File: config.mk
export PLATFORM = sky130hd
export DESIGN_NAME = fbams_alu
export DESIGN_NICKNAME = d
export VERILOG_FILES = /design/src/hdl/fbams_pkg.sv /design/src/hdl/fbams_alu.sv
export SDC_FILE = /design/constraint.sdc
export NUM_CORES = 1
export LEC_CHECK = 0
export ABC_CLOCK_PERIOD_IN_PS = 7000
export BUFFER_PORTS_ARGS = -buffer_cell sky130_fd_sc_hd__clkbuf_2
export CAP_MARGIN = 20
export CORE_MARGIN = 5
export CORE_UTILIZATION = 35
export DETAILED_ROUTE_END_ITERATION = 6
export HOLD_SLACK_MARGIN = 0.05
export PLACE_DENSITY = 0.57
export SETUP_SLACK_MARGIN = 0.5
export SLEW_MARGIN = 40
export SYNTH_ARGS = -nofsm -noshare
export SYNTH_HDL_FRONTEND = slang
export SYNTH_SLANG_ARGS = --single-unit
File: constraint.sdc
create_clock -name clk -period 7 [get_ports clk]
set_input_delay 0.35 -clock clk [delete_from_list [all_inputs] [get_ports clk]]
set_output_delay 0.35 -clock clk [all_outputs]
set_load 0.03 [all_outputs]
File: src/hdl/fbams_pkg.sv
// fbams_pkg: shared types and constants for the fixed block allocator.
// Commands, status codes, ALU operations and sequencer states.
// No dependencies.
package fbams_pkg;

    localparam int unsigned MAX_BLOCKS_DEF = 1024;
    localparam int unsigned CHUNK_RESET    = 128;
    localparam int unsigned CMD_W          = 2;
    localparam int unsigned IDX_PORT_W     = 10;
    localparam int unsigned CNT_PORT_W     = 11;
    localparam int unsigned STATUS_W       = 2;

    typedef enum logic [1:0] {
        CMD_ALLOC    = 2'd0,
        CMD_GC_BEGIN = 2'd1,
        CMD_MARK     = 2'd2,
        CMD_GC_END   = 2'd3
    } cmd_t;

    typedef enum logic [1:0] {
        STAT_OK        = 2'd0,
        STAT_GC_NEEDED = 2'd1,
        STAT_OOM       = 2'd2,
        STAT_MARK_OUT  = 2'd3
    } status_t;

    typedef enum logic [1:0] {
        ALU_MUL = 2'd0,
        ALU_ADD = 2'd1,
        ALU_SUB = 2'd2
    } alu_op_t;

    typedef enum logic [3:0] {
        S_CLEAR,
        S_IDLE,
        S_BASE,
        S_HAND,
        S_DECIDE,
        S_POP,
        S_OPEN,
        S_MARK,
        S_SWEEP
    } state_t;

endpackage

File: src/hdl/fbams_alu.sv
// fbams_alu: shared multiply / add / subtract unit with registered result.
// Used by the allocator sequencer for all chunk arithmetic.
// Depends on fbams_pkg.
module fbams_alu #(
    parameter int unsigned CW = 11
) (
    input  logic                 clk,
    input  fbams_pkg::alu_op_t   op,
    input  logic [2*CW-1:0]      a,
    input  logic [CW-1:0]        b,
    output logic [2*CW-1:0]      res
);

    localparam int unsigned AW = 2 * CW;

    logic [AW-1:0] res_reg;
    logic [AW-1:0] res_next;

    always_comb
    begin
        unique case (op)
            fbams_pkg::ALU_MUL: res_next = AW'(a[CW-1:0]) * AW'(b);
            fbams_pkg::ALU_ADD: res_next = a + AW'(b);
            fbams_pkg::ALU_SUB: res_next = a - AW'(b);
            default:            res_next = a;
        endcase
    end

    always_ff @(posedge clk)
    begin
        res_reg <= res_next;
    end

    assign res = res_reg;

endmodule

* Yosys cells after proc, flatten, opt, wreduce, memory -nomap -nowiden *
Index checks and enable logic that the tools add are counted.
Widths: inputs -> output; s select.

storage, ports and cells
  output and inout bits = 22
  bits in registers = 22
  input bits = 36
  word-level logic and storage cells = 8

operators by class
  mux-type cells = 1
  reductions and logical operators = 1
  multipliers = 1
  equality and inequality tests = 2
  add/sub/neg operators = 2

operators with widths
  kind                number
  $pmux 22 s3         1
  $add 22x11->22      1
  $mul 11x11->22      1
  $sub 22x11->22      1
  $eq 2x1->1 const B  1
  $eq 2x2->1 const B  1
  $logic_not 2->1     1

* Depth between registers and ports, before layout *
  word-level depth = 2
  depth in mapped cells = 22
  depth with buffers taken out = 20

* Worst setup path before layout *
OpenSTA, ideal clock, no wires.

  path kind = in2reg
  from = in b[3]
  to = reg res_reg[18], in the netlist res[18]
  stages = 19
  library setup time = 0.134 ns
  buffers on the path = 2
  slack = 1.706 ns
  required time = 6.866 ns
  arrival = 5.159 ns
  path through = clkbuf_1 > clkbuf_1 > nand2_1 > fa_1 > fa_1 > fa_1 > inv_1 > fa_1 > inv_1 > fa_1 > inv_1 > ha_1 > or2_2 > o31a_1 > and2_1 > a211oi_1 > nor3_1 > a2111oi_0 > a2bb2oi_1

between the ends
  longest elaborated chain between the ends = 2
  elaborated cells between the ends (all ways) = 4
  classes of those cells = 2 x add/sub; 1 x mul; 1 x mux

ends and longest elaborated chain
  element                                 RTL line         source
  from (decl)                             fbams_alu.sv:10  input logic [CW-1:0] b,
  $mul 11x11->22 (tied with other cells)  fbams_alu.sv:22  fbams_pkg::ALU_MUL: res_next = AW'(a[CW-1:0]) * AW'(b);
  $pmux 22 s3 *                           fbams_alu.sv:21  unique case (op)
  via res_next[18]                        fbams_alu.sv:17  logic [AW-1:0] res_next;
  to (signal assigned)                    fbams_alu.sv:31  res_reg <= res_next;
  to (decl)                               fbams_alu.sv:16  logic [AW-1:0] res_reg;

Mark *: on every way through the listed nets, which the timed path passes. The rest lies on a longest branch.

* Worst setup path after layout *
Same ends and word-level chain as after synthesis.

==> Flow_metrics.wiki <==
{| class="wikitable"
! Metric !! Value
|-
| Wire length the detailed router placed on met1 || between 7000 and 8000 um
|-
| Count of port buffers added during placement || between 50 and 60
|-
| Final worst hold slack || ~330 ps
|-
| Cell type contributing the most total cell area after synthesis || sky130_fd_sc_hd__fa_1
|-
| Leakage power summed over all cells || about 3.5 nW
|-
| Remaining global-route overflow || 0
|-
| Number of non-filler instances in the completed layout || 1,029
|-
| Max Cap Viol || 0
|-
| Power spent charging and discharging nets || about 0.0012 W
|-
| Top-level I/O count || 58
|-
| Number of violations reported at the end of detailed-routing iteration 0 || between 200 and 250
|-
| Util after Layout || about two fifths
|-
| Number of enable flip-flop cells after synthesis || 0
|-
| Transition at the pin with the smallest max-transition slack || ~700 ps
|-
| Vias after detailed routing || around 5.2k
|-
| Start-to-end type of the worst setup path || in2reg
|-
| Post-CTS Setup Bufs || 0
|-
| Placed instance count || a little over 1k
|-
| Final Max Tran Viols || 0
|-
| Leading post-synthesis cells by cell area || sky130_fd_sc_hd__fa_1, sky130_fd_sc_hd__ha_1, sky130_fd_sc_hd__inv_1, sky130_fd_sc_hd__dfxtp_1, sky130_fd_sc_hd__and2_1
|-
| Endpoint kind of the worst setup timing path || register
|-
| Fraction of power consumed by the clock network || between 5 and 6%
|-
| Synthesized Nets || between 900 and 1k
|-
| Minimum period implied by the final worst setup slack || roughly 5300 ps
|-
| Cell area after synthesis || 6330 um2
|-
| Initial standard-cell utilization of the core || 35.4%
|-
| Clock-pin slew of the registers on the worst-case setup and hold paths || roughly 60 ps
|-
| Number of H-tree branching levels || 1
|-
| Share of the clock period used by the worst path || 75.0%
|-
| Wire per inst || roughly 16 um
|-
| Maximum operating frequency || roughly 190 MHz
|-
| Met3 routed wirelength || 739 um
|-
| Average footprint of a synthesized cell || a little over 8 um2
|-
| Buffer levels on the longest clock path || 2
|-
| Average vias per placed instance || between 5 and 6
|-
| Die W || about 140 um
|-
| Die height || 144 um
|-
| Result of the run || finished, final reports clean
|-
| Gpl congestion || 0.896
|-
| Met2 layer wire length in the routed design || 8160 um
|-
| Fraction of power consumed by combinational cells || 86.1%
|-
| Placeable Area || 17,900 um2
|-
| Crit path max fanout || 16
|-
| Setup repair after global routing missed its margin || false
|-
| Number of iterations in the first detailed-routing pass || 5
|-
| HPWL after DPL || 13,700 um
|-
| Portion of synthesized cell area occupied by the leading cell type || roughly a quarter
|-
| Pin count of the biggest net entering global routing || 38
|-
| Antenna violations before repair || 0
|-
| Kind of start point of the critical path || input pin
|-
| Total CTS buffers || 3
|-
| First-pass GRT wire length || ~28,000 um
|-
| Arr. time, crit path || between 5000 and 6000 ps
|-
| Final Routed Wirelength || 16,900 um
|-
| Hold-fix buffer count after cts || 0
|-
| Post-route setup TNS || 0 ps
|-
| Area of the multi-input gates || between 5000 and 6000 um2
|-
| Switching power share of the total || 54.7%
|-
| Global-route total usage across every layer || 17.0%
|-
| Drt drc || 0
|-
| Number of gates given a new drive strength after cts || 0
|-
| Power per standard cell area || between 300 and 400 nW/um2
|-
| Yosys warning total || 0
|-
| Required time reported for the critical path endpoint || about 7100 ps
|-
| Buffer cell driving the clock tree root || sky130_fd_sc_hd__clkbuf_16
|-
| Worst min-delay path class || in2reg
|-
| Filler instances || around 1.9k
|-
| Max FFs per register || 22
|-
| Synthesized netlist cell count || between 700 and 800
|-
| DRT antenna net count || 0
|-
| Most frequently used cell type in the post-synthesis netlist || sky130_fd_sc_hd__inv_1
|-
| Unique masters post-synth || 62
|-
| Area growth from synthesis to layout || 8.17%
|-
| Most frequent cells after synthesis || sky130_fd_sc_hd__inv_1, sky130_fd_sc_hd__ha_1, sky130_fd_sc_hd__fa_1, sky130_fd_sc_hd__nand2_1, sky130_fd_sc_hd__and2_1
|-
| Share of synthesized flip-flops with an asynchronous set or reset || 0%
|-
| Finish-stage setup viols || 0
|-
| Flops & latches, synth || 22
|-
| Final antenna diode count || 0
|-
| Uppermost routed layer || met4
|-
| Number of clock sinks seen by CTS || 22
|-
| Layout cells sized above 1 || about a tenth
|-
| FP Rows || around 50
|-
| Proportion of synthesized chip area in sequential cells || 6.96%
|-
| Die area || between 20,000 and 25,000 um2
|-
| Slew HR || between 50% and 60%
|-
| Storage element area || around 440 um2
|-
| Net count reported at finish || 1,005
|-
| Max IR drop VDD || about 0.00017 V
|-
| Cell internal pwr || 0.000994 W
|-
| Final Hold Fails || 0
|-
| Vias in the first global route || between 5k and 6k
|-
| Overall Power || around 0.0022 W
|-
| Part of the total power dissipated in sequential elements || under 10%
|-
| TritonCTS clock tree || built
|-
| Most used flip-flop cell after synthesis || sky130_fd_sc_hd__dfxtp_1
|}
[cell usage in the layout (no fill, tap or decap), types with 7 or more instances in the layout]
| cell type | count |
|---|---|
| sky130_fd_sc_hd__nand3_1 | 11 |
| sky130_fd_sc_hd__and2_1 | 62 |
| sky130_fd_sc_hd__xor2_1 | 12 |
| sky130_fd_sc_hd__a21oi_1 | 36 |
| sky130_fd_sc_hd__nor3_1 | 7 |
| sky130_fd_sc_hd__inv_1 | 128 |
| sky130_fd_sc_hd__dfxtp_1 | 22 |
| sky130_fd_sc_hd__a21o_1 | 25 |
| sky130_fd_sc_hd__o21ai_0 | 19 |
| sky130_fd_sc_hd__fa_1 | 81 |
| sky130_fd_sc_hd__xnor2_1 | 28 |
| sky130_fd_sc_hd__a221oi_1 | 7 |
| sky130_fd_sc_hd__nand2_1 | 81 |
| sky130_fd_sc_hd__clkbuf_2 | 57 |
| sky130_fd_sc_hd__ha_1 | 85 |
| sky130_fd_sc_hd__nor2_1 | 33 |
| sky130_fd_sc_hd__a22oi_1 | 10 |
[worst paths after layout]
path | from | endpoint | depth (start not counted)
setup / recovery | b[3] | res[18]$_DFF_P_ | 18
hold / removal | a[12] | res[12]$_DFF_P_ | 3
[layout make-up]
cell class | instances | area share, %
well taps | 229 | 4.19
repair buffers | 58 | 4.28
flip-flops and latches | 22 | 6.43
clock buffers | 3 | 1.10
multi-input cells | 589 | 77.0
inverters | 128 | 7.02
[layer usage]
metal	global-route usage, %	up-vias
met3	1.75	14
li1	-	2573
met2	29.6	103
met5	0	-
met1	23.7	2524
met4	1.72	0
[stage by stage]
stage / worst slack, ps / cell area (um2)
4_1_cts: 1720 / 6850
6_report: 1750 / 6850
2_1_floorplan: 1710 / 6330
5_1_grt: 1470 / 6850
3_3_place_gp: 1540 / 6770
3_5_place_dp: 1440 / 6770
[worst max-delay path: stages]
cell and delay [ps]:
sky130_fd_sc_hd__clkbuf_2 330, sky130_fd_sc_hd__nand2_1 130, sky130_fd_sc_hd__fa_1 540, sky130_fd_sc_hd__fa_1 430
sky130_fd_sc_hd__fa_1 490, sky130_fd_sc_hd__inv_1 50, sky130_fd_sc_hd__fa_1 530, sky130_fd_sc_hd__inv_1 60
sky130_fd_sc_hd__fa_1 530, sky130_fd_sc_hd__inv_1 50, sky130_fd_sc_hd__ha_1 330, sky130_fd_sc_hd__or2_2 320
sky130_fd_sc_hd__o31a_1 120, sky130_fd_sc_hd__and2_1 200, sky130_fd_sc_hd__a211oi_1 310, sky130_fd_sc_hd__nor3_1 90
sky130_fd_sc_hd__a2111oi_0 400, sky130_fd_sc_hd__a2bb2oi_1 110
[power by group through the flow]
| stage | clock network [W] | logic [W] | registers, W |
|---|---|---|---|
| 2_1_floorplan | 0 | 0.00132 | 0.000283 |
| 3_3_place_gp | 0 | 0.00189 | 0.000188 |
| 3_5_place_dp | 0 | 0.00187 | 0.000188 |
| 4_1_cts | 0.000124 | 0.00189 | 0.000186 |
| 5_1_grt | 0.000130 | 0.00212 | 0.000192 |
| 6_report | 0.000119 | 0.00189 | 0.000185 |
[cell families (layout without fill, tap and decap cells)]
logic type | Yosys count | count (layout) | synth area share, %
muxes | 1 | 1 | 0.158
DFF | 22 | 22 | 6.96
adders and majority gates | 167 | 167 | 42.6
buffers and inverters | 160 | 189 | 9.81
xor gates and xnor gates | 40 | 40 | 5.54
and+or+nand+nor | 236 | 236 | 19.1
AOI/OAI and AO/OA | 145 | 145 | 15.8
No activity file was read; power rests on OpenSTA's default activity.
