$ cat config.mk
export PLATFORM = sky130hd
export DESIGN_NAME = fbams_ram
export DESIGN_NICKNAME = d
export VERILOG_FILES = /design/src/hdl/fbams_pkg.sv /design/src/hdl/fbams_ram.sv
export SDC_FILE = /design/constraint.sdc
export NUM_CORES = 1
export LEC_CHECK = 0
export BUFFER_PORTS_ARGS = -buffer_cell sky130_fd_sc_hd__buf_4
export CORE_MARGIN = 8
export CORE_UTILIZATION = 25
export DETAILED_ROUTE_END_ITERATION = 10
export PLACE_DENSITY = 0.48
export SETUP_SLACK_MARGIN = 0.05
export SYNTH_ARGS = -nofsm -noshare
export SYNTH_HDL_FRONTEND = slang
export SYNTH_SLANG_ARGS = --single-unit
$ cat constraint.sdc
create_clock -name clk -period 5.6 [get_ports clk]
set_input_delay 0.56 -clock clk [delete_from_list [all_inputs] [get_ports clk]]
set_output_delay 0.56 -clock clk [all_outputs]
set_load 0.02 [all_outputs]
$ cat src/hdl/fbams_pkg.sv
// fbams_pkg: shared types and constants for the fixed block allocator.
// Commands, status codes, ALU operations and sequencer states.
// No dependencies.
package fbams_pkg;

    localparam int unsigned MAX_BLOCKS_DEF = 1024;
    localparam int unsigned CHUNK_RESET    = 128;
    localparam int unsigned CMD_W          = 2;
    localparam int unsigned IDX_PORT_W     = 10;
    localparam int unsigned CNT_PORT_W     = 11;
    localparam int unsigned STATUS_W       = 2;

    typedef enum logic [1:0] {
        CMD_ALLOC    = 2'd0,
        CMD_GC_BEGIN = 2'd1,
        CMD_MARK     = 2'd2,
        CMD_GC_END   = 2'd3
    } cmd_t;

    typedef enum logic [1:0] {
        STAT_OK        = 2'd0,
        STAT_GC_NEEDED = 2'd1,
        STAT_OOM       = 2'd2,
        STAT_MARK_OUT  = 2'd3
    } status_t;

    typedef enum logic [1:0] {
        ALU_MUL = 2'd0,
        ALU_ADD = 2'd1,
        ALU_SUB = 2'd2
    } alu_op_t;

    typedef enum logic [3:0] {
        S_CLEAR,
        S_IDLE,
        S_BASE,
        S_HAND,
        S_DECIDE,
        S_POP,
        S_OPEN,
        S_MARK,
        S_SWEEP
    } state_t;

endpackage

$ cat src/hdl/fbams_ram.sv
// fbams_ram: single-port RAM, one access per cycle, registered read data.
// Holds the mark bitmap and the free stack of the allocator.
// Depends on fbams_pkg for default sizes.
module fbams_ram #(
    parameter int unsigned DEPTH = fbams_pkg::MAX_BLOCKS_DEF,
    parameter int unsigned W     = 1
) (
    input  logic                      clk,
    input  logic                      we,
    input  logic                      re,
    input  logic [$clog2(DEPTH)-1:0]  addr,
    input  logic [W-1:0]              wdata,
    output logic [W-1:0]              rdata
);

    logic [W-1:0] mem [DEPTH];
    logic [W-1:0] rdata_reg;

    always_ff @(posedge clk)
    begin
        if (we)
        begin
            mem[addr] <= wdata;
        end
        if (re)
        begin
            rdata_reg <= mem[addr];
        end
    end

    assign rdata = rdata_reg;

endmodule

# Word-level counts from Yosys, hierarchy flattened

Memories as Yosys holds them, arrays and structs flattened. A register that Yosys moved wholly into a read port is not among the register bits.
Index checks and enable logic that the tools add are counted.

Muxes and demuxes: 2

Operators with widths:

| operator          | number |
|---|---|
| 1-bit two-way mux | 2 |

Bits in registers: 0
Memory bits (writable): 1024
Input bits: 14
Word-level logic and storage cells: 3
Memories kept: 1

Memories:

| memory | words | bits a word | rd ports | clocked after Yosys merged registers in | write ports | RTL line        | source |
|---|---|---|---|---|---|---|---|
| mem    | 1024  | 1           | 1        | 1                                       | 1           | fbams_ram.sv:16 | `logic [W-1:0] mem [DEPTH];` |

# Logic depth before layout (Yosys ltp)

Gate-level depths: netlist of run 1.

Depth in word-level cells: 2
Gate-level depth with buffers: 12
Depth with buffers taken out: 8

# Least setup slack after synthesis of run 1

OpenSTA, ideal clock, no wires.

Path kind: input -> register
Start: input addr[1]
End: register rdata_reg, in the netlist rdata (read register of mem), data pin
Library setup time: 269 ps
Arrival: 2285 ps
Data required time: 5331 ps
Slack: 3046 ps
Cell stages on the path: 10
Path buffers: 4
Cells stage by stage: buf_2 buf_2 buf_2 buf_2 mux2i_1 nor2_1 o31ai_1 nor2_1 o41ai_2 nand3_1

RTL lines:

| item        | RTL line        | source |
|---|---|---|
| from (decl) | fbams_ram.sv:11 | `input logic [$clog2(DEPTH)-1:0] addr,` |
| to (decl)   | fbams_ram.sv:17 | `logic [W-1:0] rdata_reg;` |

==> results of run 1 <==
metrics by stage:
stage	cell area (µm²)	hold slack, ps	setup slack, ps	utilization (%)
after floorplan	44350	658.9	3046	-
after global placement	47080	851.2	1192	26.73
after detailed placement	47080	851.9	1168	26.73
after CTS	50520	69.78	1958	28.69
after global routing	50520	86.02	1933	28.69
final	50520	115.5	1872	28.69
worst paths after layout:
check | cells after the start | to | slack [ps]
max | 11 | rdata$_DFFE_PP_ | 1870
min | 1 | rdata$_DFFE_PP_ | 120
max reg2reg | 8 | rdata$_DFFE_PP_ | 2730
min reg2reg | 6 | rdata$_DFFE_PP_ | 1030
routing by layer:
layer / global-route usage [%] / part of all wire [%]
met5: 0 / 0
met4: 4.608 / 2.9
met3: 1.952 / 5.4
met2: 24.11 / 49
met1: 19.15 / 43
cell usage in the layout, fill, tap and decap left out, types with 3 or more instances in the layout:
cell	count
a211oi_1	9
a21oi_1	4
and2_1	3
and3_1	6
and3b_1	4
buf_12	12
buf_4	109
bufinv_16	7
clkbuf_1	21
clkbuf_16	114
clkinv_1	42
clkinv_2	19
edfxtp_1	1025
mux2i_1	456
mux4_2	32
nand2_1	50
nand2_2	30
nand3_1	15
nand3b_1	5
nand4_1	4
nand4b_2	3
nand4bb_2	3
nand4bb_4	3
nor2_1	1080
nor3_1	18
nor3b_1	5
nor4_1	44
o2111ai_1	11
o211ai_1	10
o21ai_0	8
o22ai_1	198
o31ai_1	4
or4b_2	4
kinds of logic after synthesis:
family	Yosys count	share of synthesized area, %
compound gates	247	3.611
flops	1025	69.41
mux	488	11.92
simple gates	1287	11.75
buf+inv	322	3.312
cell type report:
| type | count | area, µm² |
|---|---|---|
| clock inverters | 71 | 514.2 |
| inverters | 3 | 11.26 |
| repair buffers | 123 | 1089 |
| multi-input cells | 2022 | 12270 |
| flip-flops and latches | 1025 | 30780 |
| well taps | 2340 | 2928 |
| fillers | 18040 | 125600 |
| clock buffers | 135 | 2932 |
power by group through the flow:
stage | clock (mW) | combinational [mW] | sequential (mW)
2_1_floorplan | 0 | 0.410 | 8.61
3_3_place_gp | 0 | 0.784 | 8.61
3_5_place_dp | 0 | 0.786 | 8.61
4_1_cts | 7.24 | 0.787 | 8.45
5_1_grt | 7.50 | 0.824 | 8.45
6_report | 7.08 | 0.786 | 8.45
==> impl_metrics.py, run 1 <==
metrics = {
    "status": {
        "status": "completed",
    },
    "drt": {
        "num_vias": 27640,
        "drt-wirelength-per-cell_um": 25.05,
        "drtIter0Drc": 2896,
        "viasPerCell": 4.833,
        "drt_wl_total_um": 143300,
        "antenna_left": 0,
        "drc": 0,
        "first_pass_iters": 5,
    },
    "cts": {
        "clockRootBuffer": "clkbuf_16",
        "cts_tree": "done",
        "cts_hold_buffers": 0,
        "ctsLongestPathBuffers": 3,
        "clk_pin_slew_worst_paths_ps": 60,
        "cts_setup_buffers": 0,
        "cts.sinks": 1025,
        "cts_max_level": 3,
        "cts_buffers": 111,
        "cts_resized": 0,
        "insertion_delay_ps": 710,
    },
    "logic_synthesis": {
        "synth-edff-count": 1025,
        "synth_area_leader_cell": "edfxtp_1",
        "yosysWarningCount": 0,
        "yosysSeqAreaShare_pct": 69.41,
        "synthCells": 3369,
        "yosysMostFrequentCell": "nor2_1",
        "synth.net_count": 3383,
        "avgSynthCellArea_um2": 13.16,
        "synthArstFlopShare_pct": 0,
        "synth_common_cells": "1080 x nor2_1, 1025 x edfxtp_1, 456 x mux2i_1, 198 x o22ai_1, 174 x clkbuf_1",
        "synth_top_area_share_pct": 69.41,
        "syn_area_mm2": 0.04435,
        "ys_ff_latch": 1025,
        "synth-main-ff-cell": "edfxtp_1",
        "ys_top_cells_by_area": "edfxtp_1 69%, mux2i_1 10%, nor2_1 9.1%, o22ai_1 2.8%, mux4_2 1.6%",
        "netlist-cell-type-count": 39,
    },
    "worst_hold_path": {
        "hp-class": "in -> reg",
        "min-delay-start": "re",
    },
    "worst_setup_path": {
        "path_cells": "buf_4, nand4bb_4, buf_4, buf_4, o22ai_1, nor4_1, o2111ai_1, nor3_1, nor4_1, a211oi_1, nand3_1",
        "cp-end-kind": "flop",
        "path_max_fanout": 40,
        "cpPeakStageDelay_ps": 670,
        "cp.arrival_ps": 4170,
        "r2r_start": "mem[847]$_DFFE_PP_",
        "cp-start-kind": "input port",
        "cpMostUsedCell": "buf_4",
        "path_delay_family": "simple AND/OR/NAND/NOR gates",
        "crit_start": "addr[2]",
        "worstPathRequired_ps": 6040,
        "crit_type": "in -> reg",
        "slowest_stage": "nand4bb_4",
        "critPathBufInv": 3,
    },
    "timing": {
        "fin_crit_ps": 3728,
        "slew_headroom_pct": 13.40,
        "rsz0062_at_grt": "false",
        "setup_tns_ps": 0,
        "worst_pin_slew_ps": 1296,
        "skew_ps": 37.17,
        "max_freq_ghz": 0.2682,
        "drv_slew": 0,
        "period_share_pct": 66.57,
        "finalHoldViolations": 0,
        "setup_viol": 0,
    },
    "grt": {
        "grt_start_max_net_pins": 195,
        "antenna_found_initial": 2,
        "grt_pass1_vias": 26990,
        "grt_pass1_wl_um": 201600,
        "grt_overflow": 0,
        "track_usage_pct": 14.34,
    },
    "floorplan": {
        "io_pins": 15,
        "core_area_mm2": 0.1761,
        "die_y_um": 437.2,
        "start_util_pct": 25.18,
        "rows": 154,
        "die_area_mm2": 0.1911,
        "fp.dieW_um": 437.2,
    },
    "power": {
        "irDropWorstVdd_uv": 217.1,
        "power_frac_comb_pct": 4.8,
        "sw_frac_of_total_pct": 22.26,
        "power.density_mw_per_mm2": 323.0,
        "p_int_mw": 12.69,
        "p_total_mw": 16.32,
        "p_switching_mw": 3.633,
        "pwr-share-seq_pct": 51.8,
        "cellLeakagePower_nw": 15.73,
        "p_clk_share_pct": 43.4,
    },
    "placement": {
        "post-dp-hpwl_um": 79390,
        "portBuffers": 14,
        "dpl.cell_count": 5513,
        "place.gp.congestion": 0.7724,
    },
    "finish": {
        "finalNetCount": 3300,
        "syn_to_final_growth_pct": 13.92,
        "largest_reg_flops": 1024,
        "instances_no_fill": 5719,
        "antenna_cells": 0,
        "drive_gt1_share_pct": 10.36,
    },
    "run": {
        "maxCapViolations": 0,
    },
}
Power figures use the tool's default switching activity.
==> inputs of run 2 (changes only) <==
--- a/config.mk
+++ b/config.mk
@@ -9,7 +9,7 @@
 export CORE_MARGIN = 8
 export CORE_UTILIZATION = 25
 export DETAILED_ROUTE_END_ITERATION = 10
-export PLACE_DENSITY = 0.48
+export PLACE_DENSITY = 0.5
 export SETUP_SLACK_MARGIN = 0.05
 export SYNTH_ARGS = -nofsm -noshare
 export SYNTH_HDL_FRONTEND = slang
==> constraint.sdc (replaced) <==
create_clock -name clk -period 3 [get_ports clk]
set_input_delay 0.3 -clock clk [delete_from_list [all_inputs] [get_ports clk]]
set_output_delay 0.3 -clock clk [all_outputs]
set_load 0.02 [all_outputs]
==> run 2 against run 1 <==
Net effect:
- total power rose by 89%
- critical endpoint unchanged
- die area did not move
- core utilization rose by 1.2 points
- combinational power rose by 120%
==> impl_metrics.py, run 2 (synthesis gave the netlist of run 1 again) <==
metrics = {
    "status": {
        "status": "completed",
    },
    "floorplan": {
        "die_y_um": 437.2,
        "core_area_mm2": 0.1761,
        "io_pins": 15,
        "fp.dieW_um": 437.2,
        "start_util_pct": 25.18,
        "die_area_mm2": 0.1911,
        "rows": 154,
    },
    "cts": {
        "cts_max_level": 3,
        "cts_tree": "done",
        "clockRootBuffer": "clkbuf_16",
        "cts_buffers": 110,
        "ctsLongestPathBuffers": 3,
        "cts.sinks": 1025,
        "insertion_delay_ps": 710,
        "clk_pin_slew_worst_paths_ps": 60,
    },
    "grt": {
        "met2_usage_pct": 23.98,
        "antenna_found_initial": 9,
        "grt_busiest_layer": "met2",
        "grt_pass1_wl_um": 205800,
        "track_usage_pct": 14.70,
        "grt_overflow": 0,
        "use_met1_pct": 19.79,
        "use_met3_pct": 2.434,
        "grt_start_max_net_pins": 168,
        "grt_pass1_vias": 27830,
    },
    "placement": {
        "portBuffers": 14,
        "dp_slack_ps": -170.2,
        "dpl.cell_count": 5707,
        "place.gp.congestion": 0.7801,
        "post-dp-hpwl_um": 85660,
    },
    "timing": {
        "max_freq_ghz": 0.3845,
        "drv_slew": 0,
        "worst_pin_slew_ps": 868.1,
        "rsz0062_at_grt": "false",
        "skew_ps": 18.95,
        "whs_ps": 28.63,
        "period_share_pct": 86.70,
        "setup_viol": 0,
        "slew_headroom_pct": 42.12,
        "post-route-worst-setup-slack_ps": 399.1,
        "fin_crit_ps": 2601,
        "finalHoldViolations": 0,
    },
    "worst_setup_path": {
        "path_max_fanout": 1,
        "cpPeakStageDelay_ps": 430,
        "path_delay_family": "compound AO/OA/AOI/OAI gates",
        "path_cells": "mux2i_1, o22ai_1, nor4_1, o2111ai_1, o31ai_1, nor2_1, buf_4, o41ai_2, nand3_1",
        "cp-start-kind": "flop",
        "cp.arrival_ps": 3020,
        "crit_type": "reg -> reg",
        "worstSetupPathDepth": 9,
        "reg2regPathDepth": 9,
        "cp-end-kind": "flop",
        "critPathBufInv": 1,
        "slowest_stage": "o41ai_2",
        "worstPathRequired_ps": 3420,
    },
    "finish": {
        "largest_reg_flops": 1024,
        "final_common_cell": "nor2_1",
        "fill_cells": 17880,
        "finalNetCount": 3494,
        "instances_no_fill": 5916,
        "ff_latch_area_mm2": 0.03078,
        "multi_input_area_mm2": 0.01225,
        "syn_to_final_growth_pct": 18.64,
        "drive_gt1_share_pct": 15.20,
        "layout_common_cells": "1080 x nor2_1, 1025 x edfxtp_1, 456 x mux2i_1",
        "final_core_util_pct": 29.87,
    },
    "worst_hold_path": {
        "min_path_cells": 1,
        "hp-class": "in -> reg",
    },
    "drt": {
        "antenna_left": 0,
        "num_vias": 28640,
        "viasPerCell": 4.841,
        "drtIter0Drc": 3134,
        "drt_wl_total_um": 146400,
        "drc": 0,
        "first_pass_iters": 5,
        "drt-wirelength-per-cell_um": 24.75,
    },
    "power": {
        "power.density_mw_per_mm2": 585.7,
        "cellLeakagePower_nw": 16.89,
        "irDropWorstVdd_uv": 434.9,
        "p_total_mw": 30.82,
    },
    "run": {
        "maxCapViolations": 0,
    },
}
==> run 2: where the power goes <==
part	internal [mW]	switching [mW]	total, mW
clock network	7.66	5.70	13.4
registers	15.8	0.00611	15.8
logic	0.590	1.10	1.69
total	24.0	6.81	30.8
==> run 2: path summary, 6_finish.rpt <==
check | start | end | slack, ps
setup / recovery | mem[831]$_DFFE_PP_ | rdata$_DFFE_PP_ | 400
hold / removal | wdata | mem[1001]$_DFFE_PP_ | 30
setup reg to reg | mem[831]$_DFFE_PP_ | rdata$_DFFE_PP_ | 400
hold reg to reg | mem[724]$_DFFE_PP_ | rdata$_DFFE_PP_ | 1100
==> run 2: cell type report <==
type / instances / share of cell area (%)
flip-flops and latches: 1025 / 58.50
clock buffers: 133 / 5.558
diodes: 4 / 0.01903
multi-input cells: 2022 / 23.29
well taps: 2340 / 5.565
inverters: 3 / 0.02140
clock inverters: 71 / 1.070
repair buffers: 318 / 5.974
==> run 2: worst reg2reg max path, stage by stage (launching register included) <==
cell and delay, ps:
edfxtp_1 390, mux2i_1 190, o22ai_1 100, nor4_1 270
o2111ai_1 150, o31ai_1 290, nor2_1 210, buf_4 180
o41ai_2 430, nand3_1 120
==> run 2: metal layers <==
metal / part of all wire [%] / wire length (µm)
met1: 43 / 62250
met2: 47 / 68800
met3: 7.1 / 10370
met4: 3.4 / 5030
met5: 0 / 0
==> run 2: timing repair <==
action | in CTS | in global routing
endpoints found under the hold margin | 1 | 0
resized for setup | 0 | 0
hold buffers | 1 | 0
setup buffers | 0 | 0
==> run 2: per-stage QoR <==
step           setup TNS (ps)  cell area [µm²]
2_1_floorplan               0            44350
3_3_place_gp           -209.4            49100
3_5_place_dp           -170.2            49100
4_1_cts                     0            52600
5_1_grt                     0            52610
6_report                    0            52610
